==> src/rtl/core/cprp_pkg.sv <==
// Shared widths, codes and beat types of the ring pointer manager.
package cprp_pkg;

    // Field widths
    localparam int OP_W     = 2;
    localparam int LEN_W    = 25;
    localparam int SIZE_W   = 25;
    localparam int ADDR_W   = 32;
    localparam int PAD_W    = 26;
    localparam int OCC_W    = 24;
    localparam int STAT_W   = 3;
    localparam int CFG_IDX_W = 2;
    localparam int CFG_DAT_W = 32;

    // Build defaults
    localparam int DEF_MAX_BUFFER_BYTES = 16777216;
    localparam int SIZE_RESET           = 16777216;
    localparam int ADD_DIGIT            = 4;

    // Operation codes
    localparam logic [OP_W-1:0] OP_RESERVE   = 2'd0;
    localparam logic [OP_W-1:0] OP_ADV_WRITE = 2'd1;
    localparam logic [OP_W-1:0] OP_ADV_READ  = 2'd2;

    // Status codes
    localparam logic [STAT_W-1:0] ST_OK        = 3'd0;
    localparam logic [STAT_W-1:0] ST_TOO_LARGE = 3'd1;
    localparam logic [STAT_W-1:0] ST_OVERFLOW  = 3'd2;
    localparam logic [STAT_W-1:0] ST_RANGE     = 3'd3;
    localparam logic [STAT_W-1:0] ST_OVERWRITE = 3'd4;
    localparam logic [STAT_W-1:0] ST_OVERREAD  = 3'd5;

    // Register indexes
    localparam logic [CFG_IDX_W-1:0] REG_BASE  = 2'd0;
    localparam logic [CFG_IDX_W-1:0] REG_SIZE  = 2'd1;
    localparam logic [CFG_IDX_W-1:0] REG_WRAP  = 2'd2;
    localparam logic [CFG_IDX_W-1:0] REG_ALIGN = 2'd3;

    typedef struct packed {
        logic [OP_W-1:0]   op;
        logic [LEN_W-1:0]  length;
        logic [ADDR_W-1:0] address;
    } req_item_t;

    typedef struct packed {
        logic [STAT_W-1:0] status;
        logic [ADDR_W-1:0] start_address;
        logic [ADDR_W-1:0] end_address;
        logic [PAD_W-1:0]  padded_length;
        logic [OCC_W-1:0]  occupancy;
        logic [ADDR_W-1:0] write_address;
    } rsp_item_t;

    typedef struct packed {
        logic [CFG_IDX_W-1:0] index;
        logic [CFG_DAT_W-1:0] data;
    } cfg_item_t;

endpackage

==> src/rtl/core/cprp_chan_if.sv <==
// Valid/ready channel carrying one payload beat.
interface cprp_chan_if #(
    parameter type payload_t = logic
);
    logic     valid;
    logic     ready;
    payload_t payload;

    modport source (output valid, output payload, input ready);
    modport sink   (input valid, input payload, output ready);
endinterface

==> src/rtl/core/coded_picture_ring_pointer_manager.sv <==
// Top level: ring buffer pointer manager with serial remainder and address adders.
//
//   channel  dir   payload                               beat taken when
//   req      in    op, length, address                   req.valid & req.ready
//   rsp      out   status, start/end address, padded,    rsp.valid & rsp.ready
//                  occupancy, write_address
//   cfg      in    index, data                           cfg.valid & cfg.ready
//
// An item steps through the sequencer states from accept to result; a non-zero alignment adds
// a bit-serial remainder over the 25 length bits before placement.
// The three 32-bit address sums run 4 bits a cycle in parallel lanes.
// One item is in flight; req.ready rises again once its result sits in the output
// register, so the next item starts while that result waits on rsp.ready.
// Reset clears both offsets and loads the register defaults; cfg is always ready.
module coded_picture_ring_pointer_manager #(
    parameter int MAX_BUFFER_BYTES = cprp_pkg::DEF_MAX_BUFFER_BYTES
) (
    input  logic        clk,
    input  logic        rst_n,
    cprp_chan_if.sink   req,
    cprp_chan_if.source rsp,
    cprp_chan_if.sink   cfg
);
    localparam int SW  = cprp_pkg::SIZE_W;
    localparam int LW  = cprp_pkg::LEN_W;
    localparam int PW  = cprp_pkg::PAD_W;
    localparam int AW  = cprp_pkg::ADDR_W;
    localparam int OCW = cprp_pkg::OCC_W;
    localparam int STW = cprp_pkg::STAT_W;
    localparam int XW  = SW + 1;
    localparam int EW  = SW + 2;
    localparam int OW  = ($clog2(MAX_BUFFER_BYTES) < SW) ? $clog2(MAX_BUFFER_BYTES) : SW;
    localparam int SIZE_ALL = (1 << SW) - 1;
    localparam int CAP_INT  = (MAX_BUFFER_BYTES > SIZE_ALL) ? SIZE_ALL : MAX_BUFFER_BYTES;
    localparam int RST_INT  = (cprp_pkg::SIZE_RESET > CAP_INT) ? CAP_INT
                                                               : cprp_pkg::SIZE_RESET;
    localparam logic [SW-1:0] SIZE_CAP = SW'(CAP_INT);
    localparam logic [SW-1:0] SIZE_RST = SW'(RST_INT);

    // Sequencer states
    localparam logic [3:0] S_IDLE  = 4'd0;
    localparam logic [3:0] S_PREP  = 4'd1;
    localparam logic [3:0] S_DIV   = 4'd2;
    localparam logic [3:0] S_PLACE = 4'd3;
    localparam logic [3:0] S_SPAN  = 4'd4;
    localparam logic [3:0] S_ADV   = 4'd5;
    localparam logic [3:0] S_LOAD  = 4'd6;
    localparam logic [3:0] S_RUN   = 4'd7;
    localparam logic [3:0] S_DONE  = 4'd8;

    // Control and configuration registers
    logic [3:0]     state_reg, state_next;
    logic [OW-1:0]  wo_reg, wo_next;
    logic [OW-1:0]  ro_reg, ro_next;
    logic [AW-1:0]  base_reg, base_next;
    logic [SW-1:0]  size_reg, size_next;
    logic           wrap_reg, wrap_next;
    logic [SW-1:0]  align_reg, align_next;
    logic           out_valid_reg, out_valid_next;

    // Item payload registers
    logic [cprp_pkg::OP_W-1:0] op_reg, op_next;
    logic [LW-1:0]  len_reg, len_next;
    logic [AW-1:0]  addr_reg, addr_next;
    logic [AW-1:0]  off_reg, off_next;
    logic [STW-1:0] status_reg, status_next;
    logic [PW-1:0]  padded_reg, padded_next;
    logic [OW-1:0]  s_reg, s_next;
    logic [EW-1:0]  e_reg, e_next;
    logic           span_ok_reg, span_ok_next;
    cprp_pkg::rsp_item_t out_reg, out_next;

    // Datapath helpers
    logic          div_start, div_done;
    logic [LW-1:0] div_rem;
    logic          add_start;
    logic [2:0]    add_done;
    logic [AW-1:0] sum_start, sum_end, sum_wa;
    logic [EW-1:0] place_sum;
    logic [OW-1:0] adv_nxt;
    logic          adv_range;
    logic [XW-1:0] occ_full;
    logic          out_free;

    // True when pt lies in the circular half-open span (lo, hi]
    function automatic logic in_span(input logic [EW-1:0] lo_v,
                                     input logic [EW-1:0] hi_v,
                                     input logic [EW-1:0] pt_v);
        logic r;
        if (lo_v <= hi_v)
            r = (pt_v > lo_v) && (pt_v <= hi_v);
        else
            r = (pt_v > lo_v) || (pt_v <= hi_v);
        return r;
    endfunction

    // Clamp a written buffer size to 1 .. MAX_BUFFER_BYTES
    function automatic logic [SW-1:0] sat_size(input logic [SW-1:0] v);
        logic [SW-1:0] r;
        if (v == '0)
            r = SW'(1);
        else if (v > SIZE_CAP)
            r = SIZE_CAP;
        else
            r = v;
        return r;
    endfunction

    assign req.ready = (state_reg == S_IDLE);
    assign cfg.ready = 1'b1;
    assign rsp.valid   = out_valid_reg;
    assign rsp.payload = out_reg;

    assign out_free  = !out_valid_reg || rsp.ready;
    assign add_start = (state_reg == S_LOAD);
    assign div_start = (state_reg == S_PREP) && (op_reg == cprp_pkg::OP_RESERVE)
                       && (len_reg <= size_reg) && (align_reg != '0);

    // Placement sum, advance target and occupancy
    assign place_sum = EW'(wo_reg) + EW'(padded_reg);
    assign adv_range = off_reg > AW'(size_reg);
    assign adv_nxt   = (off_reg == AW'(size_reg)) ? '0 : off_reg[OW-1:0];
    assign occ_full  = (wo_reg >= ro_reg) ? XW'(wo_reg) - XW'(ro_reg)
                                          : XW'(wo_reg) + XW'(size_reg) - XW'(ro_reg);

    cprp_div #(
        .W (LW)
    ) u_div (
        .clk      (clk),
        .rst_n    (rst_n),
        .start    (div_start),
        .dividend (len_reg),
        .divisor  (align_reg),
        .done     (div_done),
        .rem      (div_rem)
    );

    cprp_sadd #(
        .W (AW),
        .D (cprp_pkg::ADD_DIGIT)
    ) u_add_start (
        .clk   (clk),
        .rst_n (rst_n),
        .start (add_start),
        .a     (base_reg),
        .b     (AW'(s_reg)),
        .done  (add_done[0]),
        .sum   (sum_start)
    );

    cprp_sadd #(
        .W (AW),
        .D (cprp_pkg::ADD_DIGIT)
    ) u_add_end (
        .clk   (clk),
        .rst_n (rst_n),
        .start (add_start),
        .a     (base_reg),
        .b     (AW'(e_reg)),
        .done  (add_done[1]),
        .sum   (sum_end)
    );

    cprp_sadd #(
        .W (AW),
        .D (cprp_pkg::ADD_DIGIT)
    ) u_add_wa (
        .clk   (clk),
        .rst_n (rst_n),
        .start (add_start),
        .a     (base_reg),
        .b     (AW'(wo_reg)),
        .done  (add_done[2]),
        .sum   (sum_wa)
    );

    // Sequence one item and take configuration beats
    always_comb
    begin
        state_next     = state_reg;
        wo_next        = wo_reg;
        ro_next        = ro_reg;
        base_next      = base_reg;
        size_next      = size_reg;
        wrap_next      = wrap_reg;
        align_next     = align_reg;
        out_valid_next = out_valid_reg;
        op_next        = op_reg;
        len_next       = len_reg;
        addr_next      = addr_reg;
        off_next       = off_reg;
        status_next    = status_reg;
        padded_next    = padded_reg;
        s_next         = s_reg;
        e_next         = e_reg;
        span_ok_next   = span_ok_reg;
        out_next       = out_reg;

        // Drop the result once taken
        if (rsp.ready)
            out_valid_next = 1'b0;

        unique case (state_reg)
            S_IDLE:
            begin
                if (req.valid)
                begin
                    op_next      = req.payload.op;
                    len_next     = req.payload.length;
                    addr_next    = req.payload.address;
                    status_next  = cprp_pkg::ST_OK;
                    padded_next  = '0;
                    span_ok_next = 1'b0;
                    state_next   = S_PREP;
                end
            end
            S_PREP:
            begin
                case (op_reg) inside
                    cprp_pkg::OP_RESERVE:
                    begin
                        if (len_reg > size_reg)
                        begin
                            status_next = cprp_pkg::ST_TOO_LARGE;
                            state_next  = S_LOAD;
                        end
                        else if (align_reg != '0)
                        begin
                            state_next = S_DIV;
                        end
                        else
                        begin
                            padded_next = PW'(len_reg);
                            state_next  = S_PLACE;
                        end
                    end
                    cprp_pkg::OP_ADV_WRITE, cprp_pkg::OP_ADV_READ:
                    begin
                        off_next   = addr_reg - base_reg;
                        state_next = S_ADV;
                    end
                    default:
                    begin
                        state_next = S_LOAD;
                    end
                endcase
            end
            S_DIV:
            begin
                // Round up: add the distance to the next multiple
                if (div_done)
                begin
                    if (div_rem == '0)
                        padded_next = PW'(len_reg);
                    else
                        padded_next = PW'(len_reg) + PW'(align_reg) - PW'(div_rem);
                    state_next = S_PLACE;
                end
            end
            S_PLACE:
            begin
                if (place_sum >= EW'(size_reg))
                begin
                    if (wrap_reg)
                    begin
                        s_next = wo_reg;
                        e_next = place_sum - EW'(size_reg);
                    end
                    else
                    begin
                        s_next = '0;
                        e_next = EW'(padded_reg);
                    end
                end
                else
                begin
                    s_next = wo_reg;
                    e_next = place_sum;
                end
                state_next = S_SPAN;
            end
            S_SPAN:
            begin
                if (in_span(EW'(wo_reg), e_reg, EW'(ro_reg)))
                    status_next = cprp_pkg::ST_OVERFLOW;
                else
                    span_ok_next = 1'b1;
                state_next = S_LOAD;
            end
            S_ADV:
            begin
                if (adv_range)
                begin
                    status_next = cprp_pkg::ST_RANGE;
                end
                else if (op_reg == cprp_pkg::OP_ADV_WRITE)
                begin
                    if (in_span(EW'(wo_reg), EW'(adv_nxt), EW'(ro_reg)))
                        status_next = cprp_pkg::ST_OVERWRITE;
                    else
                        wo_next = adv_nxt;
                end
                else
                begin
                    if (in_span(EW'(ro_reg), EW'(adv_nxt), EW'(wo_reg))
                        && (adv_nxt != wo_reg))
                        status_next = cprp_pkg::ST_OVERREAD;
                    else
                        ro_next = adv_nxt;
                end
                state_next = S_LOAD;
            end
            S_LOAD:
            begin
                state_next = S_RUN;
            end
            S_RUN:
            begin
                if (add_done[0])
                    state_next = S_DONE;
            end
            S_DONE:
            begin
                // Hand the result to the output register when it is free
                if (out_free)
                begin
                    out_next.status        = status_reg;
                    out_next.start_address = span_ok_reg ? sum_start : '0;
                    out_next.end_address   = span_ok_reg ? sum_end : '0;
                    out_next.padded_length = padded_reg;
                    out_next.occupancy     = occ_full[OCW-1:0];
                    out_next.write_address = sum_wa;
                    out_valid_next         = 1'b1;
                    state_next             = S_IDLE;
                end
            end
            default:
            begin
                state_next = S_IDLE;
            end
        endcase

        // Write a configuration register
        if (cfg.valid)
        begin
            unique case (cfg.payload.index)
                cprp_pkg::REG_BASE:  base_next = cfg.payload.data;
                cprp_pkg::REG_SIZE:
                begin
                    size_next = sat_size(cfg.payload.data[SW-1:0]);
                    wo_next   = '0;
                    ro_next   = '0;
                end
                cprp_pkg::REG_WRAP:  wrap_next  = cfg.payload.data[0];
                cprp_pkg::REG_ALIGN: align_next = cfg.payload.data[SW-1:0];
                default:             base_next  = base_reg;
            endcase
        end
    end

    // Hold control and configuration state
    always_ff @(posedge clk or negedge rst_n)
    begin
        if (!rst_n)
        begin
            state_reg     <= S_IDLE;
            wo_reg        <= '0;
            ro_reg        <= '0;
            base_reg      <= '0;
            size_reg      <= SIZE_RST;
            wrap_reg      <= 1'b1;
            align_reg     <= '0;
            out_valid_reg <= 1'b0;
        end
        else
        begin
            state_reg     <= state_next;
            wo_reg        <= wo_next;
            ro_reg        <= ro_next;
            base_reg      <= base_next;
            size_reg      <= size_next;
            wrap_reg      <= wrap_next;
            align_reg     <= align_next;
            out_valid_reg <= out_valid_next;
        end
    end

    // Hold item payload
    always_ff @(posedge clk)
    begin
        op_reg      <= op_next;
        len_reg     <= len_next;
        addr_reg    <= addr_next;
        off_reg     <= off_next;
        status_reg  <= status_next;
        padded_reg  <= padded_next;
        s_reg       <= s_next;
        e_reg       <= e_next;
        span_ok_reg <= span_ok_next;
        out_reg     <= out_next;
    end

`ifndef SYNTHESIS
    a_offsets_in_ring: assert property (@(posedge clk) disable iff (!rst_n)
        (SW'(wo_reg) < size_reg) && (SW'(ro_reg) < size_reg))
        else $error("offset at or beyond buffer size");

    a_span_only_on_ok: assert property (@(posedge clk) disable iff (!rst_n)
        rsp.valid && (rsp.payload.status != cprp_pkg::ST_OK)
        |-> (rsp.payload.start_address == '0) && (rsp.payload.end_address == '0))
        else $error("span addresses on a failed item");

    a_no_pad_too_large: assert property (@(posedge clk) disable iff (!rst_n)
        rsp.valid && (rsp.payload.status == cprp_pkg::ST_TOO_LARGE)
        |-> (rsp.payload.padded_length == '0))
        else $error("padded length on a too-large reserve");

    a_div_done_in_div: assert property (@(posedge clk) disable iff (!rst_n)
        div_done |-> (state_reg == S_DIV))
        else $error("remainder finished outside its wait state");

    a_lanes_in_step: assert property (@(posedge clk) disable iff (!rst_n)
        add_done[0] |-> add_done[1] && add_done[2] && (state_reg == S_RUN))
        else $error("address lanes out of step");
`endif
endmodule

==> src/rtl/core/cprp_div.sv <==
// Bit-serial restoring remainder unit, one dividend bit per cycle.
module cprp_div #(
    parameter int W = cprp_pkg::LEN_W
) (
    input  logic         clk,
    input  logic         rst_n,
    input  logic         start,
    input  logic [W-1:0] dividend,
    input  logic [W-1:0] divisor,
    output logic         done,
    output logic [W-1:0] rem
);
    localparam int CW = $clog2(W + 1);

    logic          run_reg, run_next;
    logic          done_reg, done_next;
    logic [CW-1:0] cnt_reg, cnt_next;
    logic [W-1:0]  rem_reg, rem_next;
    logic [W-1:0]  quo_reg, quo_next;
    logic [W-1:0]  dsr_reg, dsr_next;
    logic [W:0]    shifted;
    logic [W+1:0]  trial;

    // Shift one dividend bit into the partial remainder and try a subtract
    always_comb
    begin
        shifted   = {rem_reg, quo_reg[W-1]};
        trial     = {1'b0, shifted} - {2'b00, dsr_reg};
        run_next  = run_reg;
        done_next = 1'b0;
        cnt_next  = cnt_reg;
        rem_next  = rem_reg;
        quo_next  = quo_reg;
        dsr_next  = dsr_reg;
        if (start)
        begin
            run_next = 1'b1;
            cnt_next = '0;
            rem_next = '0;
            quo_next = dividend;
            dsr_next = divisor;
        end
        else if (run_reg)
        begin
            rem_next = trial[W+1] ? shifted[W-1:0] : trial[W-1:0];
            quo_next = {quo_reg[W-2:0], 1'b0};
            cnt_next = cnt_reg + 1'b1;
            if (cnt_reg == CW'(W - 1))
            begin
                run_next  = 1'b0;
                done_next = 1'b1;
            end
        end
    end

    // Hold control state
    always_ff @(posedge clk or negedge rst_n)
    begin
        if (!rst_n)
        begin
            run_reg  <= 1'b0;
            done_reg <= 1'b0;
            cnt_reg  <= '0;
        end
        else
        begin
            run_reg  <= run_next;
            done_reg <= done_next;
            cnt_reg  <= cnt_next;
        end
    end

    // Hold the datapath shift registers
    always_ff @(posedge clk)
    begin
        rem_reg <= rem_next;
        quo_reg <= quo_next;
        dsr_reg <= dsr_next;
    end

    assign done = done_reg;
    assign rem  = rem_reg;
endmodule

==> src/rtl/core/cprp_sadd.sv <==
// Digit-serial adder, D bits a cycle from the least significant end.
module cprp_sadd #(
    parameter int W = cprp_pkg::ADDR_W,
    parameter int D = cprp_pkg::ADD_DIGIT
) (
    input  logic         clk,
    input  logic         rst_n,
    input  logic         start,
    input  logic [W-1:0] a,
    input  logic [W-1:0] b,
    output logic         done,
    output logic [W-1:0] sum
);
    localparam int NS = W / D;
    localparam int CW = $clog2(NS + 1);

    logic          run_reg, run_next;
    logic          done_reg, done_next;
    logic [CW-1:0] cnt_reg, cnt_next;
    logic          carry_reg, carry_next;
    logic [W-1:0]  a_reg, a_next;
    logic [W-1:0]  b_reg, b_next;
    logic [W-1:0]  sum_reg, sum_next;
    logic [D:0]    dsum;

    // Add one digit and shift it in at the top of the sum
    always_comb
    begin
        dsum       = {1'b0, a_reg[D-1:0]} + {1'b0, b_reg[D-1:0]} + (D+1)'(carry_reg);
        run_next   = run_reg;
        done_next  = 1'b0;
        cnt_next   = cnt_reg;
        carry_next = carry_reg;
        a_next     = a_reg;
        b_next     = b_reg;
        sum_next   = sum_reg;
        if (start)
        begin
            run_next   = 1'b1;
            cnt_next   = '0;
            carry_next = 1'b0;
            a_next     = a;
            b_next     = b;
        end
        else if (run_reg)
        begin
            carry_next = dsum[D];
            sum_next   = {dsum[D-1:0], sum_reg[W-1:D]};
            a_next     = a_reg >> D;
            b_next     = b_reg >> D;
            cnt_next   = cnt_reg + 1'b1;
            if (cnt_reg == CW'(NS - 1))
            begin
                run_next  = 1'b0;
                done_next = 1'b1;
            end
        end
    end

    // Hold control state
    always_ff @(posedge clk or negedge rst_n)
    begin
        if (!rst_n)
        begin
            run_reg  <= 1'b0;
            done_reg <= 1'b0;
            cnt_reg  <= '0;
        end
        else
        begin
            run_reg  <= run_next;
            done_reg <= done_next;
            cnt_reg  <= cnt_next;
        end
    end

    // Hold operand and sum shift registers
    always_ff @(posedge clk)
    begin
        carry_reg <= carry_next;
        a_reg     <= a_next;
        b_reg     <= b_next;
        sum_reg   <= sum_next;
    end

    assign done = done_reg;
    assign sum  = sum_reg;
endmodule

==> src/flat_wrapper.sv <==
// flat-port wrapper written by rule: the top's interface ports become plain ports
module coded_picture_ring_pointer_manager_flat 
#(
    parameter int MAX_BUFFER_BYTES = cprp_pkg::DEF_MAX_BUFFER_BYTES
)
  (clk, rst_n, req_valid, req_payload, req_ready, rsp_valid, rsp_payload, rsp_ready, cfg_valid, cfg_payload, cfg_ready);
  cprp_chan_if #(.payload_t(cprp_pkg::req_item_t)) req_i ();
  cprp_chan_if #(.payload_t(cprp_pkg::rsp_item_t)) rsp_i ();
  cprp_chan_if #(.payload_t(cprp_pkg::cfg_item_t)) cfg_i ();
  input  logic clk;
  input  logic rst_n;
  input wire logic [$bits(req_i.valid)-1:0] req_valid;
  input wire logic [$bits(req_i.payload)-1:0] req_payload;
  output wire logic [$bits(req_i.ready)-1:0] req_ready;
  output wire logic [$bits(rsp_i.valid)-1:0] rsp_valid;
  output wire logic [$bits(rsp_i.payload)-1:0] rsp_payload;
  input wire logic [$bits(rsp_i.ready)-1:0] rsp_ready;
  input wire logic [$bits(cfg_i.valid)-1:0] cfg_valid;
  input wire logic [$bits(cfg_i.payload)-1:0] cfg_payload;
  output wire logic [$bits(cfg_i.ready)-1:0] cfg_ready;
  assign req_i.valid = req_valid;
  assign req_i.payload = req_payload;
  assign req_ready = req_i.ready;
  assign rsp_valid = rsp_i.valid;
  assign rsp_payload = rsp_i.payload;
  assign rsp_i.ready = rsp_ready;
  assign cfg_i.valid = cfg_valid;
  assign cfg_i.payload = cfg_payload;
  assign cfg_ready = cfg_i.ready;
  coded_picture_ring_pointer_manager #(.MAX_BUFFER_BYTES(MAX_BUFFER_BYTES)) u_core (.clk(clk), .rst_n(rst_n), .req(req_i), .rsp(rsp_i), .cfg(cfg_i));
endmodule
==> config.mk <==
export PLATFORM = sky130hd
export DESIGN_NAME = coded_picture_ring_pointer_manager_flat
export DESIGN_NICKNAME = d
export VERILOG_FILES = /design/src/rtl/core/cprp_pkg.sv /design/src/rtl/core/cprp_chan_if.sv /design/src/rtl/core/coded_picture_ring_pointer_manager.sv /design/src/rtl/core/cprp_div.sv /design/src/rtl/core/cprp_sadd.sv /design/src/flat_wrapper.sv
export SDC_FILE = /design/constraint.sdc
export NUM_CORES = 2
export LEC_CHECK = 0
export BUFFER_PORTS_ARGS = -buffer_cell sky130_fd_sc_hd__buf_2
export CAP_MARGIN = 25
export CORE_ASPECT_RATIO = 0.5
export CORE_MARGIN = 1.5
export CORE_UTILIZATION = 55
export CTS_CLUSTER_SIZE = 12
export DETAILED_ROUTE_END_ITERATION = 8
export PLACE_DENSITY = 0.72
export SLEW_MARGIN = 0
export SYNTH_ARGS = -nofsm -noshare
export SYNTH_HDL_FRONTEND = slang
export SYNTH_SLANG_ARGS = --single-unit
==> constraint.sdc <==
create_clock -name clk -period 20.8 [get_ports clk]
set_input_delay 4.16 -clock clk [delete_from_list [all_inputs] [get_ports clk]]
set_output_delay 4.16 -clock clk [all_outputs]
set_load 0.01 [all_outputs]
==> metrics.yaml <==
synthesis:
  syn-cell-area_um2: 44500
  ys.flop_type: "edfxtp_1"
  synthAdderAreaFrac: 0.122
  synth_cells: 4005
  synthTopCellsByArea: "edfxtp_1 (43%), ha_1 (9.6%), dfrtp_1 (8.8%)"
  netlist.area_leader.share: 0.430
  synthMuxAreaShare: 0.0328
  syn_area_per_cell_um2: 11.1
  post-synth-top-count-cell: "edfxtp_1"
  synth_edf_count: 638
  synth_xor_area_frac: 0.0340
  synth_compound_area_frac: 0.113
  yosys.area_share.simple: 0.121
  syn_nets: 4502
  synthDistinctLibCells: 91
  yosys_warnings: 0
  async_reset_ff_frac: 0.193
  ys_seq_elements: 825
  yosys.area.top_type: "edfxtp_1"
  synth_top_family_by_area: "adder cells"
  synth_common_cells: "edfxtp_1 (638), nand2_1 (534), inv_1 (403), ha_1 (340), nor2_1 (247)"
  ys_seq_area_frac: 0.532
sta:
  finClkSkew_ns: 0.0428
  slew_headroom: 0.237
  fin_hold_ws_ns: 0.422
  finalCriticalPeriod_ns: 6.42
  fin_ws_ns: 14.38
  rsz0062_at_grt: "false"
  hold_viol: 0
  setup_viol: 0
  fin_tns_setup_ns: 0
  period_share: 0.309
  maxClockFrequency_ghz: 0.156
  slew_violations: 0
  worstMarginPinSlew_ns: 1.14
outcome:
  status: "finished, violations left"
  violations: "design-rule violations"
final_layout:
  area_growth_pct: 11.5
  largest_register_ffs: 149
  layout-drive-gt1-share: 0.118
  fin_nets: 4782
pwr:
  pwr-share-comb: 0.319
  p_clk_frac: 0.245
  power.leakage_uw: 0.0217
  p_seq_frac: 0.437
  total_power_uw: 5770
  netSwitchingFraction: 0.348
  p_per_area_nw_per_um2: 116
  p_sw_uw: 2010
  peakVddDrop_v: 0.0000699
  cellInternalPower_uw: 3760
critical_path:
  cp-end-kind: "flip-flop"
  reg2reg_to: "u_core.s_reg[4]"
  crit_start: "rsp_ready"
  r2r_cells: 20
  slowest_stage: "buf_4"
  crit_chain: "buf_2 > nand2b_1 > nor2b_4 > buf_4 > buf_4"
  cpPeakStageDelay_ns: 0.85
  crit_path_end: "u_core.rsp.payload[47]"
  cp_data_required_time_ns: 21.10
  cp.arrival_ns: 6.72
  regToRegStartpoint: "u_core.wo_reg[1]"
  setup.worst_path.start_class: "primary input"
  path_class: "primary input to flip-flop"
  rrSetupSlack_ns: 14.71
  cpMostUsedCell: "buf_4"
  path_max_fanout: 75
clock_network:
  cts_hold_buf: 0
  cts_tree: "yes"
  cts.sinks: 825
  path_clk_slew_ns: 0.06
  cts_buffers: 82
  postCtsResizedCells: 0
  cts_setup_buffers: 0
  insertion_delay_ns: 0.70
  htree_levels: 3
  clockRootBuffer: "clkbuf_16"
  clockBufferDepth: 3
place:
  place_congestion: 0.953
  dp_hpwl_um: 88900
  place_ws_ns: 13.61
  portBuffers: 248
global_route:
  antenna_found_initial: 0
  grt_overflow_total: 0
  grt_pass1_wl_um: 178000
  grt_max_degree: 76
  grt_util_all_layers: 0.288
  grt_pass1_vias: 29744
floorplanning:
  initial_utilization: 0.558
  die_h_um: 204
  coreArea_um2: 79700
  io_pins: 250
  core.rowCount: 73
  dieArea_um2: 82800
  die_x_um: 405
routing:
  ant_nets: 0
  via_count: 31672
  vias_per_cell: 5.82
  drt_iter0_markers: 3231
  post_drt_wl_per_cell_um: 21.9
  drc: 2
  drtPass1Iterations: 8
  drt_wl_total_um: 119000
min_path:
  worst_hold_path_type: "flip-flop to flip-flop"
flow_run:
  drv_cap: 0
-- layer usage --
| metal | vias to the layer above | GRT usage | part of all wire | wire length, um |
|---|---|---|---|---|
| li1 | 14748 | - | - | - |
| met5 | - | 0 | 0 | 0 |
| met3 | 208 | 0.0669 | 0.093 | 11100 |
| met1 | 15406 | 0.430 | 0.45 | 54200 |
| met4 | 0 | 0.0823 | 0.030 | 3560 |
| met2 | 1310 | 0.420 | 0.42 | 50300 |
-- layout by cell type (no fill, tap or decap), drive strengths merged, types with 31 or more instances in the layout --
cell type    n
xor2        62
a21o       121
a21oi      179
mux2        63
o21ai      251
buf        302
nand2b      34
ha         340
nand3       36
o21a        31
inv        406
dfrtp      157
xnor2      111
nand4       54
and2       107
edfxtp     638
clkbuf     132
nor2       248
nor3        36
nand2      535
nor2b       32
fa          59
mux2i       75
-- how the worst min path moves through the flow --
stage | from | to | slack (ns) | cells after the start
after global routing | u_core.status_reg[2] | u_core.rsp.payload[148] | 0.43 | 0
after floorplan | u_core.u_add_wa.sum[0] | u_core.rsp.payload[0] | 0.40 | 0
after CTS | u_core.u_add_wa.sum[3] | u_core.rsp.payload[3] | 0.42 | 0
after detailed placement | u_core.u_add_wa.sum[3] | u_core.rsp.payload[3] | 0.41 | 0
after global placement | u_core.u_add_wa.sum[3] | u_core.rsp.payload[3] | 0.40 | 0
final | u_core.u_add_wa.sum[3] | u_core.rsp.payload[3] | 0.42 | 0
-- worst max-delay path: cells and delay by family --
kind                   cells  cell delay, ns
buffers and inverters      3            1.61
and+or+nand+nor            2            0.85
-- cell families after synthesis --
| kind of cell | after synthesis |
|---|---|
| muxes | 138 |
| xor gates and xnor gates | 173 |
| AOI/OAI and AO/OA | 782 |
| other | 1 |
| DFF | 825 |
| and+or+nand+nor | 1177 |
| buffers and inverters | 509 |
| adders and majority gates | 400 |
-- through the flow --
stage	area, um^2	utilization	cells
detailed placement	47100	0.591	5287
finish	49600	0.622	5439
floorplan	44500	-	4005
CTS	49600	0.622	5436
global placement	47100	0.591	5285
global route	49600	0.622	5437
-- power groups by stage --
stage | combinational, uW | clock [uW] | sequential [uW]
finish | 1840 | 1410 | 2520
global route | 2060 | 1500 | 2560
CTS | 1830 | 1430 | 2520
detailed placement | 1820 | 0 | 2550
global placement | 1760 | 0 | 2540
floorplan | 1360 | 0 | 2460
-- area by class of cell --
type                    instances  area (um^2)
diodes                          2         5.00
clock buffers                 132         2290
clock inverters                17          168
fillers                      6335        30100
inverters                     403         1510
multi-input cells            2671        18900
flip-flops and latches        825        23700
well taps                    1087         1360
repair buffers                302         1680
Note: power is estimated with default switching activity, not from simulation.
